==> src/hw/rtl/sgs_pkg.sv <==
// ----------------------------------------------------------------------------
// sgs_pkg
// Shared types and constants of the Sobel gradient stream: field widths,
// register indexes, the window job handed from front to back, and states.
// ----------------------------------------------------------------------------
package sgs_pkg;

   // Field widths
   localparam int SGS_PIXEL_W    = 8;
   localparam int SGS_COORD_W    = 10;
   localparam int SGS_DIM_W      = 11;
   localparam int SGS_GRAD_W     = 9;
   localparam int SGS_MAG_W      = 8;
   localparam int SGS_SQ_W       = 17;
   localparam int SGS_REQ_DATA_W = 8;
   localparam int SGS_RSP_DATA_W = 48;

   // Frame size limits and reset values
   localparam int                   SGS_DIM_MAX      = 1024;
   localparam logic [SGS_DIM_W-1:0] SGS_DIM_MIN      = 11'd2;
   localparam logic [SGS_DIM_W-1:0] SGS_WIDTH_RESET  = 11'd640;
   localparam logic [SGS_DIM_W-1:0] SGS_HEIGHT_RESET = 11'd480;

   // Register indexes
   localparam int                        SGS_CSR_INDEX_W      = 2;
   localparam logic [SGS_CSR_INDEX_W-1:0] SGS_CSR_FRAME_WIDTH  = 2'd0;
   localparam logic [SGS_CSR_INDEX_W-1:0] SGS_CSR_FRAME_HEIGHT = 2'd1;

   // Depth of the job queue between front and back
   localparam int SGS_QUEUE_DEPTH = 4;

   // One window position: 3x3 neighborhood (row-major, top row first)
   // plus the position of the pixel that completed it.
   typedef struct packed {
      logic [8:0][SGS_PIXEL_W-1:0] win;
      logic [SGS_COORD_W-1:0]      row;
      logic [SGS_COORD_W-1:0]      col;
      logic                        last_col;
      logic                        last_row;
      logic                        left_rep;
   } sgs_job_type;

   typedef struct packed {
      logic full;
      logic empty;
   } sgs_queue_status_type;

   // Result variant within one job: centre, right border, bottom border, corner
   typedef enum logic [1:0] {
      VAR_CENTER = 2'd0,
      VAR_RIGHT  = 2'd1,
      VAR_LOWER  = 2'd2,
      VAR_CORNER = 2'd3
   } sgs_variant_type;

   typedef enum logic [1:0] {
      BK_IDLE,
      BK_GRAD,
      BK_SQUARE,
      BK_ROOT
   } sgs_back_state_type;

endpackage

==> src/hw/rtl/sgs_sqrt.sv <==
// ----------------------------------------------------------------------------
// sgs_sqrt
// Iterative floor square root, one result bit per cycle, saturated to 255.
// ----------------------------------------------------------------------------
module sgs_sqrt (
   input  logic                            clock,
   input  logic                            reset,
   input  logic                            start,
   input  logic [sgs_pkg::SGS_SQ_W-1:0]    operand,
   output logic                            busy,
   output logic [sgs_pkg::SGS_MAG_W-1:0]   root
);
   import sgs_pkg::*;

   localparam int BIT_W = $clog2(SGS_MAG_W);

   logic                  busy_ff, busy_in;
   logic [SGS_MAG_W-1:0]  root_ff, root_in;
   logic [2*SGS_MAG_W-1:0] op_ff, op_in;
   logic [BIT_W-1:0]      bit_ff, bit_in;
   logic [SGS_MAG_W-1:0]  trial;
   logic [2*SGS_MAG_W-1:0] trial_sq;
   logic [2*SGS_MAG_W-1:0] root_sq;
   logic [SGS_MAG_W:0]    root_inc;
   logic [2*SGS_MAG_W+1:0] inc_sq;

   // Try the next lower bit of the root
   assign trial    = root_ff | (SGS_MAG_W'(1) << bit_ff);
   assign trial_sq = trial * trial;

   always_comb begin
      busy_in = busy_ff;
      root_in = root_ff;
      op_in   = op_ff;
      bit_in  = bit_ff;
      if (start) begin
         if (operand[SGS_SQ_W-1]) begin
            // Root is at least 256: saturate at once
            root_in = '1;
            busy_in = 1'b0;
         end else begin
            root_in = '0;
            op_in   = operand[2*SGS_MAG_W-1:0];
            bit_in  = BIT_W'(SGS_MAG_W - 1);
            busy_in = 1'b1;
         end
      end else if (busy_ff) begin
         if (trial_sq <= op_ff) begin
            root_in = trial;
         end
         if (bit_ff == '0) begin
            busy_in = 1'b0;
         end else begin
            bit_in = bit_ff - BIT_W'(1);
         end
      end
   end

   always_ff @(posedge clock) begin
      if (reset) begin
         busy_ff <= 1'b0;
      end else begin
         busy_ff <= busy_in;
      end
   end

   always_ff @(posedge clock) begin
      root_ff <= root_in;
      op_ff   <= op_in;
      bit_ff  <= bit_in;
   end

   assign busy = busy_ff;
   assign root = root_ff;

   // Result check terms
   assign root_sq  = root_ff * root_ff;
   assign root_inc = {1'b0, root_ff} + (SGS_MAG_W+1)'(1);
   assign inc_sq   = root_inc * root_inc;

   a_root_floor : assert property (@(posedge clock) disable iff (reset)
      $fell(busy_ff) |-> (root_sq <= op_ff) && (inc_sq > {2'b00, op_ff}))
      else $error("square root result is not the floor root");

endmodule

==> src/hw/rtl/sgs_back.sv <==
// ----------------------------------------------------------------------------
// sgs_back
// Result sequencer: takes window jobs, emits one to four gradient results
// per job through the shared root unit, into the output register.
// ----------------------------------------------------------------------------
module sgs_back (
   input  logic                                 clock,
   input  logic                                 reset,
   input  sgs_pkg::sgs_queue_status_type        queue_status,
   input  sgs_pkg::sgs_job_type                 job_data,
   output logic                                 job_pop,
   output logic                                 rsp_tvalid,
   input  logic                                 rsp_tready,
   output logic [sgs_pkg::SGS_RSP_DATA_W-1:0]   rsp_tdata,
   output logic                                 rsp_tlast
);
   import sgs_pkg::*;

   localparam int SUM_W = SGS_PIXEL_W + 2;
   localparam int SX_W  = SUM_W + 2;
   localparam int PAD_W = SGS_RSP_DATA_W - 2*SGS_GRAD_W - SGS_MAG_W - 2*SGS_COORD_W;

   sgs_back_state_type state_ff, state_in;
   sgs_job_type        job_ff;
   sgs_variant_type    kind_ff, kind_in, next_kind;
   logic               has_more;

   logic signed [SGS_GRAD_W-1:0] gx_ff, gy_ff, gx_in, gy_in;
   logic signed [2*SGS_GRAD_W-1:0] gx_sq, gy_sq;

   logic                  sqrt_start, sqrt_busy;
   logic [SGS_SQ_W-1:0]   sqrt_operand;
   logic [SGS_MAG_W-1:0]  sqrt_root;

   logic                  out_free, load_out;
   logic                  rsp_valid_ff, rsp_valid_in;
   logic [SGS_RSP_DATA_W-1:0] rsp_data_ff;
   logic                  rsp_last_ff;

   logic                  lower, right;
   logic [2:0][1:0]       rsel, csel;
   logic [SGS_PIXEL_W-1:0] p [9];
   logic [SUM_W-1:0]      sum_xl, sum_xr, sum_yt, sum_yb;
   logic signed [SX_W-1:0] sx, sy, sx_adj, sy_adj, sx_q, sy_q;
   logic [SGS_COORD_W-1:0] out_row, out_col;

   function automatic logic [SGS_PIXEL_W-1:0] pick(
      input logic [8:0][SGS_PIXEL_W-1:0] win,
      input logic [1:0]                  r,
      input logic [1:0]                  c
   );
      logic [3:0] idx;
      idx = {1'b0, r, 1'b0} + {2'b00, r} + {2'b00, c};
      return win[idx];
   endfunction

   // Border replication: bottom variants repeat the last row, right ones the
   // last column, and the first column repeats itself on the left.
   assign lower = (kind_ff == VAR_LOWER) || (kind_ff == VAR_CORNER);
   assign right = (kind_ff == VAR_RIGHT) || (kind_ff == VAR_CORNER);

   always_comb begin
      rsel[0] = lower ? 2'd1 : 2'd0;
      rsel[1] = lower ? 2'd2 : 2'd1;
      rsel[2] = 2'd2;
      csel[0] = (right || job_ff.left_rep) ? 2'd1 : 2'd0;
      csel[1] = right ? 2'd2 : 2'd1;
      csel[2] = 2'd2;
      for (int i = 0; i < 3; i++) begin
         for (int j = 0; j < 3; j++) begin
            p[i*3 + j] = pick(job_ff.win, rsel[i], csel[j]);
         end
      end
   end

   // Sobel sums, then divide by four toward zero
   always_comb begin
      sum_xl = {2'b00, p[0]} + {1'b0, p[3], 1'b0} + {2'b00, p[6]};
      sum_xr = {2'b00, p[2]} + {1'b0, p[5], 1'b0} + {2'b00, p[8]};
      sum_yt = {2'b00, p[0]} + {1'b0, p[1], 1'b0} + {2'b00, p[2]};
      sum_yb = {2'b00, p[6]} + {1'b0, p[7], 1'b0} + {2'b00, p[8]};
      sx     = $signed({2'b00, sum_xr}) - $signed({2'b00, sum_xl});
      sy     = $signed({2'b00, sum_yb}) - $signed({2'b00, sum_yt});
      sx_adj = sx + (sx[SX_W-1] ? SX_W'(3) : SX_W'(0));
      sy_adj = sy + (sy[SX_W-1] ? SX_W'(3) : SX_W'(0));
      sx_q   = sx_adj >>> 2;
      sy_q   = sy_adj >>> 2;
      gx_in  = sx_q[SGS_GRAD_W-1:0];
      gy_in  = sy_q[SGS_GRAD_W-1:0];
   end

   // Squares feed the root unit directly
   assign gx_sq        = gx_ff * gx_ff;
   assign gy_sq        = gy_ff * gy_ff;
   assign sqrt_operand = gx_sq[SGS_SQ_W-1:0] + gy_sq[SGS_SQ_W-1:0];

   sgs_sqrt u_sqrt (
      .clock   (clock),
      .reset   (reset),
      .start   (sqrt_start),
      .operand (sqrt_operand),
      .busy    (sqrt_busy),
      .root    (sqrt_root)
   );

   // Which variant follows the current one within this job
   always_comb begin
      next_kind = VAR_CENTER;
      has_more  = 1'b0;
      unique case (kind_ff)
         VAR_CENTER: begin
            if (job_ff.last_col) begin
               next_kind = VAR_RIGHT;
               has_more  = 1'b1;
            end else if (job_ff.last_row) begin
               next_kind = VAR_LOWER;
               has_more  = 1'b1;
            end
         end
         VAR_RIGHT: begin
            if (job_ff.last_row) begin
               next_kind = VAR_LOWER;
               has_more  = 1'b1;
            end
         end
         VAR_LOWER: begin
            if (job_ff.last_col) begin
               next_kind = VAR_CORNER;
               has_more  = 1'b1;
            end
         end
         VAR_CORNER: begin
            has_more = 1'b0;
         end
         default: begin
            has_more = 1'b0;
         end
      endcase
   end

   assign out_free = !rsp_valid_ff || rsp_tready;

   // Sequencer outputs
   always_comb begin
      job_pop    = 1'b0;
      sqrt_start = 1'b0;
      load_out   = 1'b0;
      unique case (state_ff)
         BK_IDLE:   job_pop    = !queue_status.empty;
         BK_GRAD:   job_pop    = 1'b0;
         BK_SQUARE: sqrt_start = 1'b1;
         BK_ROOT:   load_out   = !sqrt_busy && out_free;
         default:   job_pop    = 1'b0;
      endcase
   end

   // Sequencer next state
   always_comb begin
      state_in = state_ff;
      unique case (state_ff)
         BK_IDLE: begin
            if (!queue_status.empty) begin
               state_in = BK_GRAD;
            end
         end
         BK_GRAD:   state_in = BK_SQUARE;
         BK_SQUARE: state_in = BK_ROOT;
         BK_ROOT: begin
            if (load_out) begin
               state_in = has_more ? BK_GRAD : BK_IDLE;
            end
         end
         default:   state_in = BK_IDLE;
      endcase
   end

   always_comb begin
      kind_in = kind_ff;
      if (job_pop) begin
         kind_in = VAR_CENTER;
      end else if (load_out && has_more) begin
         kind_in = next_kind;
      end
   end

   always_comb begin
      rsp_valid_in = rsp_valid_ff;
      if (load_out) begin
         rsp_valid_in = 1'b1;
      end else if (rsp_tready) begin
         rsp_valid_in = 1'b0;
      end
   end

   always_ff @(posedge clock) begin
      if (reset) begin
         state_ff     <= BK_IDLE;
         kind_ff      <= VAR_CENTER;
         rsp_valid_ff <= 1'b0;
      end else begin
         state_ff     <= state_in;
         kind_ff      <= kind_in;
         rsp_valid_ff <= rsp_valid_in;
      end
   end

   // Result position: upper variants sit one row up, left ones one column left
   assign out_row = lower ? job_ff.row : job_ff.row - SGS_COORD_W'(1);
   assign out_col = right ? job_ff.col : job_ff.col - SGS_COORD_W'(1);

   always_ff @(posedge clock) begin
      if (job_pop) begin
         job_ff <= job_data;
      end
      if (state_ff == BK_GRAD) begin
         gx_ff <= gx_in;
         gy_ff <= gy_in;
      end
      if (load_out) begin
         rsp_data_ff <= {{PAD_W{1'b0}}, out_col, out_row, sqrt_root, gy_ff, gx_ff};
         rsp_last_ff <= (kind_ff == VAR_CORNER);
      end
   end

   assign rsp_tvalid = rsp_valid_ff;
   assign rsp_tdata  = rsp_data_ff;
   assign rsp_tlast  = rsp_last_ff;

   a_root_idle_on_start : assert property (@(posedge clock) disable iff (reset)
      (state_ff == BK_SQUARE) |-> !sqrt_busy)
      else $error("root unit started while busy");

   a_corner_only_at_end : assert property (@(posedge clock) disable iff (reset)
      load_out && (kind_ff == VAR_CORNER) |-> job_ff.last_col && job_ff.last_row)
      else $error("frame end result issued away from the frame corner");

endmodule

==> config.mk <==
export PLATFORM = sky130hd
export DESIGN_NAME = sgs_back
export DESIGN_NICKNAME = d
export VERILOG_FILES = /design/src/hw/rtl/sgs_pkg.sv /design/src/hw/rtl/sgs_sqrt.sv /design/src/hw/rtl/sgs_back.sv
export SDC_FILE = /design/constraint.sdc
export NUM_CORES = 1
export LEC_CHECK = 0
export ABC_AREA = 1
export BUFFER_PORTS_ARGS = -buffer_cell sky130_fd_sc_hd__buf_2
export CORE_MARGIN = 2
export CORE_UTILIZATION = 64
export CTS_BUF_LIST = sky130_fd_sc_hd__clkbuf_8
export CTS_CLUSTER_SIZE = 24
export DETAILED_ROUTE_END_ITERATION = 6
export PLACE_DENSITY = 0.87
export SETUP_SLACK_MARGIN = 0.15
export SYNTH_ARGS = -nofsm -noshare
export SYNTH_HDL_FRONTEND = slang
export SYNTH_SLANG_ARGS = --single-unit
export TNS_END_PERCENT = 20
==> constraint.sdc <==
create_clock -name clock -period 8.9 [get_ports clock]
set_input_delay 0.445 -clock clock [delete_from_list [all_inputs] [get_ports clock]]
set_output_delay 0.445 -clock clock [all_outputs]
set_load 0.03 [all_outputs]
After elaboration in Yosys (flattened, before gate mapping)
Index checks and enable logic that the tools add are counted.

word-level totals
  bits in registers = 193
  input port bits = 100
  logic and storage cells = 145

cells by class
  add/sub/neg operators = 25
  multipliers = 3
  $lt $le $gt $ge = 8
  equal/unequal tests = 10
  shift-type cells = 1
  muxes and demuxes = 51
  bitwise operators = 2
  reduce and logical (&&, ||, !) cells = 20

operators by type and width
  kind                                                                          number
  8-bit binary-select mux with 4-bit select                                     7
  8-bit two-way mux                                                             11
  10-bit by 8-bit adder with 10-bit output                                      4
  8-bit by 9-bit adder with 10-bit output                                       4
  4-bit by 5-bit less-than comparator with 1-bit output, second input constant  7
  9-bit by 9-bit multiplier with 17-bit output                                  2
  11-bit by 3-bit adder with 11-bit output                                      2
  10-bit by 10-bit subtractor with 11-bit output                                2
  10-bit two-way mux                                                            2
  10-bit by 1-bit subtractor with 10-bit output, second input constant          2
  2-bit two-way mux                                                             9
  17-bit adder                                                                  1
  16-bit <= comparator                                                          1
  8-bit by 8-bit multiplier with 16-bit output                                  1
  1-bit two-way mux                                                             15
  3-bit two-way mux                                                             4
  4-bit by 1-bit adder with 4-bit output                                        2
  2-bit equality test, second input constant                                    4
  2-bit inequality test, second input constant                                  4
  8-bit OR                                                                      1
  2-bit case mux with 4 select lines                                            1
  1-bit by 3-bit << shifter with 8-bit output, first input constant             1
  2-bit case mux with 3 select lines                                            1
  2-bit AND reduction                                                           3
  19 further kinds                                                              29

Logic depth before layout (Yosys ltp)
  depth after elaboration = 12
  gate-level depth with buffers = 37
  gate-level depth less buffers = 33

Modules after synthesis
From an unflattened synthesis, not the netlist that was laid out.

second synthesis, totals
  cell total of the unflattened synthesis = 2204
  area total of the unflattened synthesis = 19378.6 um^2

by module, submodules not included
  module    times used  cells an instance  area each (um^2)
  sgs_back  1           1811               16165.5
  sgs_sqrt  1           393                3213.1

Worst setup path before layout
Ideal clock, no wire load.

  path type = flip-flop to flip-flop
  from = register kind_ff[1]
  to = register gy_ff[6], data pin
  setup time = 252 ps
  arrival = 6275 ps
  data required time = 8648 ps
  path slack = 2373 ps
  cell stages (with the launch flop) = 35
  period minus slack after synthesis = 6527 ps
  cell sequence = dfxtp_1 > inv_1 > ha_1 > buf_4 > nor2_8 > inv_2 > nor2_1 > inv_1 > clkbuf_1 > ha_1 > clkbuf_1 > clkbuf_1 > buf_2 > nand2_1 > nand3_1 > o21ai_0 > o21ai_0 > fa_1 > fa_1 > inv_1 > fa_1 > ha_1 > nand2_1 > nor3_1 > nand3_1 > nand4_2 > inv_1 > ha_1 > nand2_1 > o21ai_2 > nand2_2 > nor2_4 > nand2_1 > nand2_1 > nand2_1

between the ends
  word-level cells in the longest chain between the ends = 12
  elaborated cells between the ends (all ways) = 32
  those cells by class = 12 x add/sub; 3 x eq/ne; 14 x mux; 3 x reduce/logical

ends and longest elaborated chain
  item                                                                         RTL line                        RTL
  from (decl)                                                                  sgs_back.sv:25                  sgs_variant_type kind_ff, kind_in, next_kind;
  from (signal assigned)                                                       sgs_back.sv:202                 kind_ff <= kind_in;
  2-bit equality test (tied with other cells)                                  sgs_back.sv:59                  assign lower = (kind_ff == VAR_LOWER) || (kind_ff == VAR_CORNER);
  1-bit logical OR (on tied branches)                                          sgs_back.sv:59, sgs_back.sv:60
  1-bit two-way mux or 1-bit logical OR (tied branches)                        sgs_back.sv:63, sgs_back.sv:66
  2-bit by 1-bit adder with 3-bit output or 1-bit two-way mux (tied branches)  sgs_back.sv:53, sgs_back.sv:66
  4-bit by 1-bit adder with 4-bit output (tied with other cells)               sgs_back.sv:53                  idx = {1'b0, r, 1'b0} + {2'b00, r} + {2'b00, c};
  8-bit binary-select mux with 4-bit select                                    sgs_back.sv:54                  return win[idx];
  8-bit two-way mux (not written as such)                                      sgs_back.sv:54
  8-bit by 9-bit adder with 10-bit output (on tied branches)                   sgs_back.sv:80, sgs_back.sv:81
  10-bit by 8-bit adder with 10-bit output (on tied branches)                  sgs_back.sv:80, sgs_back.sv:81
  10-bit by 10-bit subtractor with 11-bit output *                             sgs_back.sv:83                  sy = $signed({2'b00, sum_yb}) - $signed({2'b00, sum_yt});
  2-bit two-way mux                                                            sgs_back.sv:85                  sy_adj = sy + (sy[SX_W-1] ? SX_W'(3) : SX_W'(0));
  11-bit by 3-bit adder with 11-bit output *                                   sgs_back.sv:85
  via sy_adj[8]                                                                sgs_back.sv:44                  logic signed [SX_W-1:0] sx, sy, sx_adj, sy_adj, sx_q, sy_q;
  to (signal assigned)                                                         sgs_back.sv:217                 gy_ff <= gy_in;
  to (decl)                                                                    sgs_back.sv:28                  logic signed [SGS_GRAD_W-1:0] gx_ff, gy_ff, gx_in, gy_in;

Mark *: on every way through the listed nets, which the timed path passes. The rest lies on a longest branch. The select of a mux whose other input is x is not followed.
A chain may end at the register's enable or synchronous reset.

Worst setup path after layout
  from = register kind_ff[1]
  to = register gx_ff[6], data pin

between the ends
  word-level cells in the longest chain between the ends = 12
  elaborated cells between the ends (all ways) = 33
  those cells by class = 13 x add/sub; 3 x eq/ne; 14 x mux; 3 x reduce/logical

ends and longest elaborated chain
  item                                                            RTL line                        RTL
  2-bit equality test (tied with other cells)                     sgs_back.sv:59
  1-bit logical OR (on tied branches)                             sgs_back.sv:59, sgs_back.sv:60
  2-bit two-way mux (tied with other cells)                       sgs_back.sv:64                  rsel[1] = lower ? 2'd2 : 2'd1;
  3-bit by 2-bit adder with 4-bit output (tied with other cells)  sgs_back.sv:53
  4-bit by 2-bit adder with 4-bit output (tied with other cells)  sgs_back.sv:53
  8-bit binary-select mux with 4-bit select                       sgs_back.sv:54
  8-bit two-way mux (not written as such)                         sgs_back.sv:54
  8-bit by 9-bit adder with 10-bit output (on tied branches)      sgs_back.sv:79, sgs_back.sv:78
  10-bit by 8-bit adder with 10-bit output (on tied branches)     sgs_back.sv:79, sgs_back.sv:78
  10-bit by 10-bit subtractor with 11-bit output *                sgs_back.sv:82                  sx = $signed({2'b00, sum_xr}) - $signed({2'b00, sum_xl});
  2-bit two-way mux                                               sgs_back.sv:84                  sx_adj = sx + (sx[SX_W-1] ? SX_W'(3) : SX_W'(0));
  11-bit by 3-bit adder with 11-bit output *                      sgs_back.sv:84
  via sx_adj[8]                                                   sgs_back.sv:44
  to (signal assigned)                                            sgs_back.sv:216                 gx_ff <= gx_in;
  to (decl)                                                       sgs_back.sv:28

Marked as above.

==> summary.md <==
| Metric | Value |
|---|---|
| Status | complete, no violations |
| Most used cell, CP | nand2_1 |
| Hold_buf cts | 0 |
| Final layout net count | 2698 |
| Vias per Instance | 5.636 |
| First-pass GRT wire length | around 72 mm |
| CP Class | reg -> reg |
| Final worst setup slack | 0.8177 ns |
| Final Cell Area | 20580 µm² |
| Final antenna-violating net count | 0 |
| DP Area | just over 20000 µm² |
| Final hold violation count | 0 |
| Skew final | 0.02945 ns |
| Post-synthesis cell type count | 51 |
| Vias | 14770 |
| Vias in the first global route | 15330 |
| CTS tree | yes |
| Clk slew on worst S/H paths | 0.13 ns |
| Finish-stage setup viols | 0 |
| Final Util | 69.81% |
| Die height | 176.7 µm |
| Crit-path slowest cell | clkinv_1 |
| Slew HR | between 30 and 40% |
| Syn avg cell area | 9.080 µm² |
| Port buffer count | about 150 |
| Die Area | 31220 µm² |
| Crit Path Max Fanout | 33 |
| Die X | 176.7 µm |
| IO Pins | 151 |
| Setup Total Neg Slack | 0 ns |
| Synthesized cell area | 19090 µm² |
| Max incr delay on CP | around 0.67 ns |
| GP Congestion | 0.9118 |
| Initial Util | ~65% |
| Worst Path Required | around 9 ns |
| CP endpoint kind | flip-flop |
| Global route overflow | 0 |
| DPL Wire Length | roughly 34 mm |
| Ys async rst share | 0% |
| Reg2reg start | kind_ff[1] |
| Worst slew pin tran | ~0.9 ns |
| Row count | 63 |
| Synthesis warning total | 0 |
| Post-CTS setup buffer count | 0 |
| Final period util | 90.81% |
| FMAX | between 0.1 and 0.15 GHz |
| Worst min path class | in -> reg |
| Initial drt markers | 1389 |
| Largest net degree at the start of global routing | a little under 80 |
| Syn Inst Count | about 2100 |
| GRT Util Overall | a little under 30% |
| # DRC | 0 |
| Max-cap violations | 0 |
| Delay-heaviest family, CP | adder cells |
| Clock tree root buffer cell | clkbuf_8 |
| Post-Route WL | 44.12 mm |
| RSZ-0062 raised after global routing | no |
| EDFF count, synth | 187 |
| Ratio of cells with drive above 1 in the final layout | under 10% |
| # clock sinks | 193 |
| Critical Path Start | kind_ff[1] |
| Routed WL per cell | 16.83 µm |
| DRT Pass-1 Iters | 7 |
| Dpl ws | 1.016 ns |
| Sequential fraction of the synthesis area | between 30 and 40% |
| Htree depth | 4 |
| Num CTS Buffers | 17 |
| Yosys reg bits | 193 |
| Arrival time worst endpoint | 8.36 ns |
| Initial antenna violation count | 1 |
| WP buf/inv | 8 |
| CTS resizes | 0 |
| Max Slew Vio Count | 0 |
| Startpoint Class | flip-flop |
| Min Tclk post-route | slightly above 8 ns |
| Top FF cell, synth | edfxtp_1 |
| Hold wc startpoint | job_data[94] |
| Area Overhead vs Synth | 7.827% |
| Core Region | just under 30000 µm² |
| Max Buffers Root-to-Sink | 2 |
| Clk_lat worst skew | 0.51 ns |
## area by class of cell
type	count	area (µm²)
antenna	1	2.502
clock buffer	17	234.0
clock inverter	15	183.9
fill	2148	8901
inverter	507	1903
multi-input combinational	1341	11220
sequential	193	5736
tap	390	488.0
timing repair buffer	157	810.8
## path summary, 6_finish.rpt
kind                   endpoint  depth (start not counted)  slack (ns)
setup / recovery       gx_ff[6]                         33        0.82
hold / removal       job_ff[94]                          1        0.10
hold reg to reg   rsp_tdata[23]                          0        0.47
setup reg to reg       gx_ff[6]                         33        0.82
## cell families (layout without fill, tap and decap cells)
group	Yosys count	in the layout	synth area share (%)
DFF	193	193	30.05
buffers and inverters	569	696	11.28
AOI/OAI and AO/OA	327	327	9.348
and+or+nand+nor	565	565	12.41
xor gates and xnor gates	66	66	3.107
adders and majority gates	381	381	33.79
other	1	3	0.01965
## worst reg2reg max path, delay by kind of cell, from the launching register on
kind | cells | cell delay, ns
AO/OA/AOI/OAI | 4 | 0.54
buffers and inverters | 8 | 1.96
AND/OR/NAND/NOR | 14 | 2.08
adder cells (fa/ha/maj) | 7 | 2.85
flip-flops | 1 | 0.44
## sequential cells by signal, indices dropped and copies added, names as in the netlist, 3 cells and up
name	count
rsp_tdata	46
gx_ff	9
u_sqrt.bit_ff	3
u_sqrt.root	8
gy_ff	9
u_sqrt.op_ff	16
job_ff	95
## layout by cell type (no fill, tap or decap), drive strengths merged, types with 9 or more instances in the layout
cell,instances
nor2,104
nor3,14
a21oi,113
fa,224
inv,512
clkinv,9
edfxtp,187
clkbuf,17
nand3,66
a31oi,16
xor2,43
nand4,15
o21ai,160
ha,157
nand2,352
xnor2,23
buf,157
## per-layer routing
metal | up-vias | GRT usage [%] | routed length, µm
met5 | - | 0 | 0
met4 | 0 | 12.91 | 1728
met3 | 149 | 3.973 | 3045
met2 | 708 | 52.21 | 22920
met1 | 7087 | 36.03 | 16430
li1 | 6827 | - | -
## cells in the mapped netlist (4+ instances only)
cell / count / area share (%)
nand2_1: 349 / 6.9
fa_1: 224 / 23
o211ai_1: 7 / 0.28
clkbuf_1: 52 / 1.0
nand4_1: 14 / 0.46
inv_1: 503 / 9.9
edfxtp_1: 187 / 29
xnor2_1: 23 / 1.1
a21oi_1: 112 / 2.9
ha_1: 157 / 10
dfxtp_1: 6 / 0.63
nor3_1: 12 / 0.31
o221ai_1: 4 / 0.18
nand3_1: 66 / 1.7
nand3b_1: 5 / 0.20
buf_2: 4 / 0.10
a21o_1: 5 / 0.20
o21ai_0: 155 / 4.1
o311ai_0: 4 / 0.18
or2_2: 5 / 0.16
a31oi_1: 16 / 0.52
nor2_1: 102 / 2.0
o21bai_1: 6 / 0.24
xor2_1: 41 / 1.9
## stage by stage
step,hold slack [ns],cells
after floorplan,0.4202,2103
after global placement,0.4301,2588
after detailed placement,0.4391,2588
after CTS,0.1018,2620
after global routing,0.08676,2621
final,0.1045,2621
Power is left out: the tool's default activity adds up to more than one toggle a clock period on the data nets, which glitch-free logic cannot reach.
