**src/hw/rtl/sgs_pkg.sv**
```systemverilog
// ----------------------------------------------------------------------------
// sgs_pkg
// Shared types and constants of the Sobel gradient stream: field widths,
// register indexes, the window job handed from front to back, and states.
// ----------------------------------------------------------------------------
package sgs_pkg;

   // Field widths
   localparam int SGS_PIXEL_W    = 8;
   localparam int SGS_COORD_W    = 10;
   localparam int SGS_DIM_W      = 11;
   localparam int SGS_GRAD_W     = 9;
   localparam int SGS_MAG_W      = 8;
   localparam int SGS_SQ_W       = 17;
   localparam int SGS_REQ_DATA_W = 8;
   localparam int SGS_RSP_DATA_W = 48;

   // Frame size limits and reset values
   localparam int                   SGS_DIM_MAX      = 1024;
   localparam logic [SGS_DIM_W-1:0] SGS_DIM_MIN      = 11'd2;
   localparam logic [SGS_DIM_W-1:0] SGS_WIDTH_RESET  = 11'd640;
   localparam logic [SGS_DIM_W-1:0] SGS_HEIGHT_RESET = 11'd480;

   // Register indexes
   localparam int                        SGS_CSR_INDEX_W      = 2;
   localparam logic [SGS_CSR_INDEX_W-1:0] SGS_CSR_FRAME_WIDTH  = 2'd0;
   localparam logic [SGS_CSR_INDEX_W-1:0] SGS_CSR_FRAME_HEIGHT = 2'd1;

   // Depth of the job queue between front and back
   localparam int SGS_QUEUE_DEPTH = 4;

   // One window position: 3x3 neighborhood (row-major, top row first)
   // plus the position of the pixel that completed it.
   typedef struct packed {
      logic [8:0][SGS_PIXEL_W-1:0] win;
      logic [SGS_COORD_W-1:0]      row;
      logic [SGS_COORD_W-1:0]      col;
      logic                        last_col;
      logic                        last_row;
      logic                        left_rep;
   } sgs_job_type;

   typedef struct packed {
      logic full;
      logic empty;
   } sgs_queue_status_type;

   // Result variant within one job: centre, right border, bottom border, corner
   typedef enum logic [1:0] {
      VAR_CENTER = 2'd0,
      VAR_RIGHT  = 2'd1,
      VAR_LOWER  = 2'd2,
      VAR_CORNER = 2'd3
   } sgs_variant_type;

   typedef enum logic [1:0] {
      BK_IDLE,
      BK_GRAD,
      BK_SQUARE,
      BK_ROOT
   } sgs_back_state_type;

endpackage

```
**src/hw/rtl/sgs_queue.sv**
```systemverilog
// ----------------------------------------------------------------------------
// sgs_queue
// Short first-in first-out queue of window jobs between front and back.
// ----------------------------------------------------------------------------
module sgs_queue (
   input  logic                          clock,
   input  logic                          reset,
   input  logic                          push,
   input  sgs_pkg::sgs_job_type          push_data,
   input  logic                          pop,
   output sgs_pkg::sgs_job_type          pop_data,
   output sgs_pkg::sgs_queue_status_type status
);
   import sgs_pkg::*;

   localparam int PTR_W = $clog2(SGS_QUEUE_DEPTH);
   localparam int CNT_W = $clog2(SGS_QUEUE_DEPTH + 1);
   localparam logic [PTR_W-1:0] PTR_LAST = PTR_W'(SGS_QUEUE_DEPTH - 1);

   sgs_job_type      entry_ff [SGS_QUEUE_DEPTH];
   logic [PTR_W-1:0] wr_ptr_ff, wr_ptr_in;
   logic [PTR_W-1:0] rd_ptr_ff, rd_ptr_in;
   logic [CNT_W-1:0] count_ff, count_in;

   // Advance pointers and occupancy
   always_comb begin
      wr_ptr_in = wr_ptr_ff;
      rd_ptr_in = rd_ptr_ff;
      count_in  = count_ff;
      if (push) begin
         wr_ptr_in = (wr_ptr_ff == PTR_LAST) ? '0 : wr_ptr_ff + PTR_W'(1);
      end
      if (pop) begin
         rd_ptr_in = (rd_ptr_ff == PTR_LAST) ? '0 : rd_ptr_ff + PTR_W'(1);
      end
      if (push && !pop) begin
         count_in = count_ff + CNT_W'(1);
      end else if (pop && !push) begin
         count_in = count_ff - CNT_W'(1);
      end
   end

   always_ff @(posedge clock) begin
      if (reset) begin
         wr_ptr_ff <= '0;
         rd_ptr_ff <= '0;
         count_ff  <= '0;
      end else begin
         wr_ptr_ff <= wr_ptr_in;
         rd_ptr_ff <= rd_ptr_in;
         count_ff  <= count_in;
      end
   end

   // Store the pushed word
   always_ff @(posedge clock) begin
      if (push) begin
         entry_ff[wr_ptr_ff] <= push_data;
      end
   end

   assign pop_data     = entry_ff[rd_ptr_ff];
   assign status.full  = (count_ff == CNT_W'(SGS_QUEUE_DEPTH));
   assign status.empty = (count_ff == '0);

   a_no_push_full : assert property (@(posedge clock) disable iff (reset)
      !(push && status.full))
      else $error("job pushed into a full queue");

   a_no_pop_empty : assert property (@(posedge clock) disable iff (reset)
      !(pop && status.empty))
      else $error("job popped from an empty queue");

endmodule

```
**config.mk**
```make
export PLATFORM = sky130hd
export DESIGN_NAME = sgs_queue
export DESIGN_NICKNAME = d
export VERILOG_FILES = /design/src/hw/rtl/sgs_pkg.sv /design/src/hw/rtl/sgs_queue.sv
export SDC_FILE = /design/constraint.sdc
export NUM_CORES = 1
export LEC_CHECK = 0
export ABC_AREA = 1
export ABC_CLOCK_PERIOD_IN_PS = 6900
export BUFFER_PORTS_ARGS = -buffer_cell sky130_fd_sc_hd__buf_2
export CORE_UTILIZATION = 35
export CTS_CLUSTER_DIAMETER = 50
export DETAILED_ROUTE_END_ITERATION = 7
export RECOVER_POWER = 50
export REMOVE_ABC_BUFFERS = 1
export SYNTH_ARGS = -nofsm -noshare
export SYNTH_HDL_FRONTEND = slang
export SYNTH_SLANG_ARGS = --single-unit
export TNS_END_PERCENT = 10
```
**constraint.sdc**
```tcl
create_clock -name clock -period 6.9 [get_ports clock]
set_input_delay 0.69 -clock clock [delete_from_list [all_inputs] [get_ports clock]]
set_output_delay 0.69 -clock clock [all_outputs]
set_load 0.01 [all_outputs]
```
======== Yosys cells after proc, flatten, opt, wreduce, memory -nomap -nowiden ========
Memory sizes are Yosys's and may differ from the RTL's. A register that Yosys moved wholly into a read port is not among the register bits.
Index checks and enable logic that the tools add are counted.
storage, ports and cells
  output and inout bits ................... 97
  logic and storage cells ................. 25
  input bits .............................. 99
  RAM bits ................................ 380
  flip-flop bits (word level) ............. 7
  memories ................................ 1
operators by class
  $add $sub $neg .......................... 4
  reduce and logical (&&, ||, !) cells .... 6
  mux-type cells .......................... 8
  equality and inequality tests ........... 3
memories
  name      depth  bits a word  read ports  clocked after Yosys merged registers in  wr ports  line             source
  entry_ff  4      95           1           1                                        1         sgs_queue.sv:20  sgs_job_type entry_ff [SGS_QUEUE_DEPTH];
operators by type and width
  cell                                                                 number
  2-bit 2-to-1 mux                                                     4
  3-bit 2-to-1 mux                                                     2
  2-bit by 1-bit adder with 2-bit output (second input constant)       2
  2-bit equality test (second input constant)                          2
  3-bit by 1-bit adder with 3-bit output (second input constant)       1
  3-bit equality test (second input constant)                          1
  3-bit logical NOT                                                    1
  3-bit by 1-bit subtractor with 3-bit output (second input constant)  1
  1-bit logical AND                                                    2
  1-bit logical NOT                                                    2
  1-bit 2-to-1 mux                                                     2
  2-bit nonzero test                                                   1

======== Depth between registers and ports, before layout ========
Gate-level depths: netlist of run 1.
  depth in word-level cells ............... 4
  mapped depth ............................ 10
  depth with buffers taken out ............ 10

======== Least setup slack after synthesis of run 1 ========
Ideal clock, no wire load.
  kind .................................... input to register
  start point ............................. in push
  end point ............................... mem entry_ff[3][0] (netlist bit) (enable)
  arrival time ............................ 2.562 ns
  required time ........................... 6.451 ns
  setup time .............................. 0.449 ns
  stages .................................. 2
  path buffers ............................ 0
  path slack .............................. 3.889 ns
  path through ............................ nand2_1 > inv_1
on the way
  longest elaborated chain between the ends .. 2
ends and longest elaborated chain
  what                                    line             source
  start, declared                         sgs_queue.sv:8   input logic push,
  1-bit 2-to-1 mux                        sgs_queue.sv:57  if (push) begin
  1-bit 2-to-1 mux (not written as such)  sgs_queue.sv:58  entry_ff[wr_ptr_ff] <= push_data;
  end, declared                           sgs_queue.sv:20
Every way passes these cells.

======== Final worst setup path of run 1 ========
  start point ............................. reg wr_ptr_ff[0]
  end point ............................... mem entry_ff[2][28] (netlist bit) (enable)
RTL lines
  what                    line             source
  start, declared         sgs_queue.sv:21  logic [PTR_W-1:0] wr_ptr_ff, wr_ptr_in;
  start signal, assigned  sgs_queue.sv:49  wr_ptr_ff <= wr_ptr_in;
No word-level cell before the write port.

==> results of run 1 <==
stage by stage:
step                utilization  cells  cell area [um2]
global placement          0.388   1652            15900
CTS                       0.425   1736            17400
floorplan                     -    916            14100
finish                    0.422   1737            17300
global route              0.422   1736            17300
detailed placement        0.388   1652            15900
per-layer routing:
layer / vias up / share of wire
li1: 4075 / -
met1: 4282 / 0.43
met2: 224 / 0.48
met3: 47 / 0.062
met4: 0 / 0.024
met5: - / 0
cell usage in the layout (no fill, tap or decap), types with 9 or more instances in the layout:
cell type / synthesis / routed
o21ai_1: 14 / 14
o22ai_1: 95 / 95
buf_4: 2 / 9
inv_1: 14 / 10
o21ai_0: 179 / 179
nor2_1: 198 / 198
clkbuf_16: 0 / 49
edfxtp_1: 380 / 380
buf_2: 16 / 99
clkbuf_1: 18 / 105
cell usage after synthesis:
cell / n / area (um2)
a21oi_1: 3 / 15.0
nor3_1: 4 / 20.0
nand4_1: 1 / 6.26
clkbuf_1: 18 / 67.6
ha_1: 6 / 75.1
clkbuf_2: 11 / 55.1
edfxtp_1: 380 / 11400
nand3_1: 1 / 5.00
buf_6: 13 / 146
nand2_1: 8 / 30.0
inv_1: 14 / 52.6
buf_2: 16 / 80.1
o21ai_0: 179 / 896
buf_4: 2 / 15.0
fa_1: 1 / 20.0
inv_2: 1 / 3.75
xor2_1: 1 / 8.76
dfxtp_1: 9 / 180
buf_12: 1 / 20.0
nor2_1: 198 / 743
o21ai_1: 14 / 70.1
inv_6: 1 / 8.76
o22ai_1: 95 / 594
state kept, by name (all words and copies together) (netlist names), named ones only:
name       flops
wr_ptr_ff      2
count_ff       3
entry_ff     380
rd_ptr_ff      2
how the worst max path moves through the flow:
| stage | cells after the start | start | slack, ns | endpoint |
|---|---|---|---|---|
| after floorplan | 3 | register | 1.50 | pop_data[0] |
| after detailed placement | 5 | register | 3.50 | pop_data[13] |
| after global placement | 5 | register | 3.58 | pop_data[45] |
| final | 5 | wr_ptr_ff[0] | 2.78 | entry_ff[2][28] |
| after CTS | 5 | register | 2.88 | pop_data[45] |
| after global routing | 5 | wr_ptr_ff[0] | 2.39 | entry_ff[2][28] |
cell type report:
class                   instances  share of cell area
multi-input cells             511               0.144
clock inverters                26              0.0146
flip-flops and latches        389               0.672
inverters                      16             0.00421
repair buffers                204              0.0535
well taps                     532              0.0386
clock buffers                  58              0.0730
diodes                          1            0.000145
cell families (layout without fill, tap and decap cells):
kind of cell               count (synthesis)  after routing  share of synthesized area
adders and majority gates                  7              7                    0.00655
xor gates and xnor gates                   1              1                   0.000603
AOI/OAI and AO/OA                        291            291                      0.108
other                                      0              1                          0
and+or+nand+nor                          212            212                     0.0554
buffers and inverters                     77            304                     0.0309
DFF                                      389            389                      0.798
power by group:
group,switching (uW),total [uW],internal (uW)
sequential,26.5,2730,2700
combinational,324,471,146
clock,924,2370,1450
==> flow_summary.json, run 1 <==
{
  "clockBufferDepth": 3,
  "setup_tns_ns": 0,
  "syn_avg_cell_area_um2": 14.9,
  "first_iter_violations": 434,
  "slowest_stage": "clkinvlp_2",
  "start_kind": "register",
  "yosys_warnings": 0,
  "num_vias": 8628,
  "path_buf_inv": 3,
  "grt_max_degree": 103,
  "max_stage_delay_ns": 1.87,
  "grt_pass1_vias": 8469,
  "cts_buffers": 46,
  "ios": 196,
  "violations": "max-capacitance violations, max-slew violations",
  "path_cells": "inv_1, ha_1, nand2_1, clkinvlp_2, buf_4",
  "min_to": "wr_ptr_ff[0]",
  "dpl.hpwl_mm": 16.7,
  "reg2reg_depth": 5,
  "coreArea_um2": 40900,
  "gr-usage-all-layers": 0.148,
  "timing.final.ws_setup_ns": 2.78,
  "multi_input_area_um2": 2480,
  "post_cts_resized": 0,
  "met1_usage": 0.185,
  "worstMarginPinSlew_ns": 2.50,
  "die_area_um2": 42300,
  "insertion_delay_ns": 0.56,
  "finalSetupViolCount": 0,
  "finalPower_uw": 5570,
  "ys_seq_area_frac": 0.798,
  "drv_slew": 92,
  "postCtsSetupRepairBufs": 0,
  "ff2ff_setup_slack_ns": 2.78,
  "met2_usage": 0.249,
  "leakage_uw": 0.00576,
  "avgRoutedWirePerCell_um": 18.3,
  "ctsRootBufferMaster": "clkbuf_16",
  "grt_overflow_total": 0,
  "fin_skew_ns": 0.0134,
  "firstDrtPassIters": 4,
  "synthCells": 977,
  "cts_tree": "built",
  "grt_setup_unrepaired": "no",
  "hold_viol": 0,
  "nets": 1274,
  "clkSlewWorstSetupHoldPaths_ns": 0.05,
  "crit_type": "register to register",
  "placementRows": 74,
  "hold_path.startpoint": "reset",
  "irDropWorstVdd_uv": 176,
  "max_cap_violations": 2,
  "cts_sinks": 389,
  "outcome": "finished with violations",
  "grt_pass1_wl_mm": 47.1,
  "power_density_nw_per_um2": 323,
  "ys_types": 23,
  "crit_required_ns": 7.10,
  "areaGrowthSynthToFinish_pct": 18.8,
  "gr-max-usage-layer": "met2",
  "timing.rr.start": "wr_ptr_ff[0]",
  "post-route-period-util": 0.596,
  "slew_headroom": -0.677,
  "hp-class": "input port to register",
  "whs_ns": 0.378,
  "fin_crit_ns": 4.12,
  "dp_slack_ns": 3.50,
  "fill_cells": 3787,
  "fp.dieW_um": 206,
  "gp_congestion": 0.697,
  "cp-end-kind": "register",
  "drt_wl_total_mm": 31.7,
  "htreeDepth": 2,
  "ff_latch_area_um2": 11600,
  "cp_top_family": "buffers and inverters",
  "drive_above_1_share": 0.152,
  "die_h_um": 206,
  "critPathArrivalTime_ns": 4.32,
  "met3_usage": 0.0326,
  "drcViolationCount": 0,
  "cts_hold_buf": 0,
  "synth-seq-cells": 389,
  "max_clock_freq_mhz": 243,
  "crit_fanout": 51,
  "whs_path_depth": 2,
  "antenna_found_initial": 0,
  "final_antenna_net_count": 0,
  "start_util": 0.355,
  "io_buffers": 195,
  "r2r_end": "entry_ff[2][28]",
  "viasPerCell": 4.97,
  "syn_area_um2": 14500
}
Power figures use the tool's default switching activity.
==> run 2: changes to the inputs <==
--- a/config.mk
+++ b/config.mk
@@ -5,8 +5,8 @@
 export SDC_FILE = /design/constraint.sdc
 export NUM_CORES = 1
 export LEC_CHECK = 0
-export ABC_AREA = 1
-export ABC_CLOCK_PERIOD_IN_PS = 6900
+export ABC_AREA = 0
+export ABC_CLOCK_PERIOD_IN_PS = 3850
 export BUFFER_PORTS_ARGS = -buffer_cell sky130_fd_sc_hd__buf_2
 export CORE_UTILIZATION = 35
 export CTS_CLUSTER_DIAMETER = 50
==> constraint.sdc (replaced) <==
create_clock -name clock -period 3.85 [get_ports clock]
set_input_delay 0.385 -clock clock [delete_from_list [all_inputs] [get_ports clock]]
set_output_delay 0.385 -clock clock [all_outputs]
set_load 0.01 [all_outputs]
==> run 2 against run 1 <==
The run still ends with max-capacitance violations, max-slew violations left. Largest power group unchanged. Clock skew fell by 0.0044 ns. Core utilization rose by 0.58 points. Flip-flop and latch count did not move. Critical endpoint is now pop_data[48]. Design area fell by 1.3%. Hold slack got worse by 0.28 ns. Worst setup slack got worse by 1.7 ns.
==> flow_summary.json, run 2 <==
{
  "dpl.hpwl_mm": 15.6,
  "cts_tree": "built",
  "fin_crit_ns": 2.79,
  "drt_wl_total_mm": 26.5,
  "synth_ff_type": "edfxtp_1",
  "die_h_um": 203,
  "max_clock_freq_mhz": 358,
  "r2r_end": "entry_ff[0][84]",
  "start_util": 0.356,
  "fin_skew_ns": 0.00894,
  "gr-usage-all-layers": 0.131,
  "leakage_uw": 0.00546,
  "viasPerCell": 4.82,
  "fin_util": 0.428,
  "synth-seq-cells": 389,
  "synthTopCellsByArea": "edfxtp_1 (80%), mux4_2 (15%), dfxtp_1 (1.3%), buf_12 (0.85%), ha_1 (0.53%)",
  "irDropWorstVdd_uv": 458,
  "final_cell_mix": "edfxtp_1 (380), clkbuf_1 (108), buf_2 (100)",
  "grt_pass1_wl_mm": 40.6,
  "met2_usage": 0.209,
  "gr-max-usage-layer": "met2",
  "cts_buffers": 44,
  "reg2reg_depth": 4,
  "synth_fa_ha_area_frac": 0.00670,
  "finalSetupViolCount": 0,
  "first_iter_violations": 323,
  "crit_type": "register to output pin",
  "synth-compound-area-share": 0.00106,
  "cp-end-kind": "output pin",
  "largest_register_ffs": 380,
  "avgRoutedWirePerCell_um": 20.1,
  "hold_viol": 0,
  "crit_fanout": 30,
  "synth_xor_area_frac": 0.00123,
  "gp_congestion": 0.695,
  "met3_usage": 0.0438,
  "yosys_warnings": 0,
  "endpoint": "pop_data[48]",
  "yosys.area_share.simple": 0.00547,
  "die_area_um2": 41400,
  "nets": 877,
  "top_regs": "entry_ff: 380 flops, count_ff: 3 flops",
  "multi_input_area_um2": 2390,
  "final_antenna_net_count": 0,
  "drive_above_1_share": 0.331,
  "synth_area_leader_cell": "edfxtp_1",
  "grt_max_degree": 59,
  "met1_usage": 0.169,
  "synthCells": 541,
  "critPathArrivalTime_ns": 2.41,
  "async_reset_ff_frac": 0,
  "cts_sinks": 389,
  "grt_overflow_total": 0,
  "fill_cells": 3524,
  "worstMarginPinSlew_ns": 1.62,
  "ctsRootBufferMaster": "clkbuf_16",
  "fp.dieW_um": 203,
  "syn_avg_cell_area_um2": 26.2,
  "ff2ff_setup_slack_ns": 1.48,
  "setup_tns_ns": 0,
  "outcome": "finished with violations",
  "hp-class": "input port to register",
  "firstDrtPassIters": 4,
  "insertion_delay_ns": 0.54,
  "ff_latch_area_um2": 11600,
  "clkSlewWorstSetupHoldPaths_ns": 0.06,
  "drcViolationCount": 0,
  "power_density_nw_per_um2": 561,
  "slew_headroom": -0.0797,
  "num_vias": 6376,
  "syn_area_um2": 14200,
  "antenna_found_initial": 3,
  "grt_pass1_vias": 6964,
  "yosys-mux-area-fraction": 0.154,
  "synthTopCellsByCount": "edfxtp_1 (380), mux4_2 (95), buf_2 (11)",
  "yosysTopAreaCellShare": 0.804,
  "start_kind": "register",
  "htreeDepth": 2,
  "synth_top_family_by_area": "multiplexers",
  "clockBufferDepth": 3,
  "timing.rr.start": "wr_ptr_ff[0]",
  "grt_setup_unrepaired": "no",
  "final_common_cell": "edfxtp_1",
  "violations": "max-capacitance violations, max-slew violations",
  "ys_types": 19,
  "synth-edff-count": 380,
  "postCtsSetupRepairBufs": 0,
  "top_register": "entry_ff",
  "ys_seq_area_frac": 0.817,
  "coreArea_um2": 39800,
  "io_buffers": 195,
  "post_cts_resized": 0,
  "ios": 196,
  "max_cap_violations": 1,
  "areaGrowthSynthToFinish_pct": 20.0,
  "antenna_cells": 0,
  "crit_required_ns": 3.46,
  "cts_hold_buf": 0,
  "placementRows": 73,
  "synth.most_common_cell": "edfxtp_1",
  "drv_slew": 54,
  "post-route-period-util": 0.726
}
[run 2: changes by cell type in the layout (fill, tap and decap cells not counted), sizes merged, moves of 4 or more]
| cell | delta |
|---|---|
| and2 | +4 |
| clkinv | -5 |
| clkinvlp | -6 |
| inv | -11 |
| mux2i | +4 |
| mux4 | +95 |
| nand2 | -8 |
| nor2 | -191 |
| o21ai | -192 |
| o22ai | -95 |
[run 2: cell type report]
cell class,instances,share of cell area
Sequential cell,389,0.681
Inverter,4,0.000882
Clock buffer,58,0.0690
Timing Repair Buffer,206,0.0602
Clock inverter,15,0.00955
Tap cell,525,0.0386
Multi-Input combinational cell,126,0.141
[run 2: cell families after synthesis]
family          Yosys count
flops                   389
xor+xnor                  2
simple gates             15
mux                      99
fa+ha+maj                 7
buf+inv                  26
compound gates            3
[run 2: where the power goes]
group	internal, uW	total (uW)	switching, uW
registers	4860	4930	70.4
clock network	2340	3890	1550
logic	338	738	400
[run 2: critical path: stages (launching register included)]
cell	delay, ns
dfxtp_4	0.80
buf_4	0.36
mux4_2	0.53
buf_2	0.15
[run 2: layer usage]
metal | wire (um) | part of all wire | vias to the layer above
met5 | 25 | 0.00094 | -
met4 | 570 | 0.021 | 4
met3 | 1950 | 0.073 | 61
met2 | 12900 | 0.49 | 173
met1 | 11100 | 0.42 | 3349
li1 | - | - | 2789
[run 2: how the worst min path moves through the flow]
stage	start	end	slack, ns	cells after the start
2_1_floorplan	reset	count_ff[2]	0.45	1
3_3_place_gp	count_ff[2]	count_ff[2]	0.49	2
3_5_place_dp	count_ff[2]	count_ff[2]	0.51	2
4_1_cts	push_data[35]	entry_ff[2][35]	0.003	1
5_1_grt	push_data[35]	entry_ff[3][35]	0.07	1
6_report	push_data[35]	entry_ff[1][35]	0.1	1
[run 2: metrics by stage]
step / cells / power, uW / hold WS (ns) / setup WS [ns] / area (um2)
detailed placement: 1250 / 5800 / 0.505 / 1.52 / 15800
CTS: 1323 / 9720 / 0.00337 / 0.933 / 17200
finish: 1323 / 9550 / 0.0953 / 1.06 / 17000
floorplan: 519 / 5450 / 0.454 / -1.19 / 14000
global route: 1323 / 9910 / 0.0684 / 0.861 / 17000
global placement: 1250 / 5780 / 0.489 / 1.52 / 15800
==> run 3: changes to the inputs <==
--- a/config.mk
+++ b/config.mk
@@ -6,7 +6,7 @@
 export NUM_CORES = 1
 export LEC_CHECK = 0
 export ABC_AREA = 0
-export ABC_CLOCK_PERIOD_IN_PS = 3850
+export ABC_CLOCK_PERIOD_IN_PS = 2920
 export BUFFER_PORTS_ARGS = -buffer_cell sky130_fd_sc_hd__buf_2
 export CORE_UTILIZATION = 35
 export CTS_CLUSTER_DIAMETER = 50
==> constraint.sdc (replaced) <==
create_clock -name clock -period 2.92 [get_ports clock]
set_input_delay 0.292 -clock clock [delete_from_list [all_inputs] [get_ports clock]]
set_output_delay 0.292 -clock clock [all_outputs]
set_load 0.01 [all_outputs]
==> run 3 against run 2 <==
The run now ends clean. Global-route usage is 0.80 points higher. Die area unchanged. Sequential share of layout area is 3.7 points lower. Via count up 5.5%. Core utilization up 2.5 points. Combinational power rose by 52%. Design area rose by 5.8%. Non-clock buffer count up 97. Critical endpoint is now entry_ff[3][80]. Largest cell class unchanged. Largest power group unchanged. Highest routed layer is now met4.
==> flow_summary.json, run 3 (same netlist as run 2, synthesis figures left out) <==
{
  "outcome": "complete, no violations",
  "crit_type": "register to register",
  "power_frac_comb": 0.088,
  "leakage_uw": 0.00588,
  "hp-class": "input port to register",
  "p_sw_uw": 2720,
  "num_vias": 6727,
  "cp-end-kind": "register",
  "grt_pass1_vias": 7361,
  "drv_slew": 0,
  "final_common_cell": "edfxtp_1",
  "nets": 973,
  "finalSetupViolCount": 0,
  "die_area_um2": 41400,
  "top_regs": "entry_ff: 380 flops, count_ff: 3 flops",
  "stdcell_area_um2": 18000,
  "power_density_nw_per_um2": 708,
  "p_int_uw": 10000,
  "start_util": 0.356,
  "drive_above_1_share": 0.299,
  "post-route-period-util": 0.844,
  "swShare": 0.213,
  "max_cap_violations": 0,
  "fin_crit_ns": 2.46,
  "grt_overflow_total": 0,
  "postCtsSetupRepairBufs": 0,
  "die_h_um": 203,
  "ios": 196,
  "first_iter_violations": 351,
  "start_kind": "register",
  "hold_viol": 0,
  "dpl.hpwl_mm": 15.5,
  "ctsRootBufferMaster": "clkbuf_16",
  "grt_pass1_wl_mm": 43.1,
  "firstDrtPassIters": 4,
  "crit_required_ns": 3.13,
  "drt_wl_total_mm": 27.9,
  "slew_headroom": 0.0752,
  "place_inst": 1251,
  "irDropWorstVdd_uv": 580,
  "coreArea_um2": 39800,
  "max_clock_freq_mhz": 406,
  "place_area_um2": 15800,
  "final_cell_mix": "edfxtp_1 (380), clkbuf_1 (111), buf_2 (100)",
  "avgRoutedWirePerCell_um": 19.6,
  "cts_tree": "built",
  "critPathArrivalTime_ns": 2.67,
  "clkSlewWorstSetupHoldPaths_ns": 0.06,
  "placementRows": 73,
  "crit_fanout": 23,
  "cts_sinks": 389,
  "grt_setup_unrepaired": "no",
  "io_buffers": 195,
  "top_register": "entry_ff",
  "fin_skew_ns": 0.0105,
  "grt_max_degree": 59,
  "gr-usage-all-layers": 0.139,
  "cts_buffers": 43,
  "largest_register_ffs": 380,
  "final_antenna_net_count": 0,
  "worstMarginPinSlew_ns": 1.39,
  "fp.dieW_um": 203,
  "finalPower_uw": 12800,
  "final_cells": 1425,
  "gp_congestion": 0.663,
  "whs_ns": 0.112,
  "viasPerCell": 4.72,
  "antenna_found_initial": 1,
  "clockBufferDepth": 3,
  "htreeDepth": 2,
  "pwr-share-seq": 0.506,
  "p_clk_frac": 0.406,
  "insertion_delay_ns": 0.55,
  "areaGrowthSynthToFinish_pct": 26.9,
  "drcViolationCount": 0
}
## run 3: cell types whose count changed in the layout (fill, tap and decap cells not counted)
cell and change:
and2_1 +2, and2_4 -1, dlygate4sd3_1 +96, clkinv_4 +1
and2_0 -1, clkbuf_1 +3, diode_2 +1, clkinv_1 -4
buf_4 +1, inv_8 +1, clkinv_2 +3, clkinv_8 -1
clkinvlp_4 +1
## run 3: path summary, 6_finish.rpt
| check | start | end | slack (ns) | depth (start not counted) |
|---|---|---|---|---|
| setup / recovery | wr_ptr_ff[0] | entry_ff[3][80] | 0.46 | 3 |
| hold / removal | pop | rd_ptr_ff[1] | 0.11 | 3 |
| hold reg to reg | rd_ptr_ff[0] | register | 0.54 | 2 |
| setup reg to reg | wr_ptr_ff[0] | entry_ff[3][80] | 0.46 | 3 |
## run 3: final cells by class
class,instances,area (um2)
sequential,389,11600
antenna,1,2.50
inverter,4,15.0
clock inverter,16,174
timing repair buffer,303,1990
multi-input combinational,126,2390
fill,3428,21800
tap,525,657
clock buffer,61,1190
## run 3: timing repair
item / CTS / global route
hold buffers: 96 / 0
gates resized for setup: 0 / 0
endpoints found under the hold margin: 387 / 0
## run 3: routing by layer
layer,share of wire,track usage
met3,0.052,0.0328
met1,0.43,0.179
met2,0.49,0.227
met4,0.029,0.0550
met5,0,0
## run 3: power by group through the flow
stage	Clock, uW	Sequential (uW)	Combinational (uW)
2_1_floorplan	0	6640	545
3_3_place_gp	0	6560	1060
3_5_place_dp	0	6580	1070
4_1_cts	5350	6460	1180
5_1_grt	5540	6480	1220
6_report	5180	6460	1120
## run 3: per-stage QoR
step            util  setup TNS (ns)  setup WS, ns
2_1_floorplan      -         -299.66         -2.03
3_3_place_gp   0.398               0          1.06
3_5_place_dp   0.398               0          1.06
4_1_cts        0.456               0         0.455
5_1_grt        0.452               0         0.240
6_report       0.452               0         0.456
## run 3: worst max-delay path, stage by stage, from the launching register on
cell,delay (ns)
dfxtp_1,0.40
ha_1,0.18
and2_1,1.06
buf_4,0.48
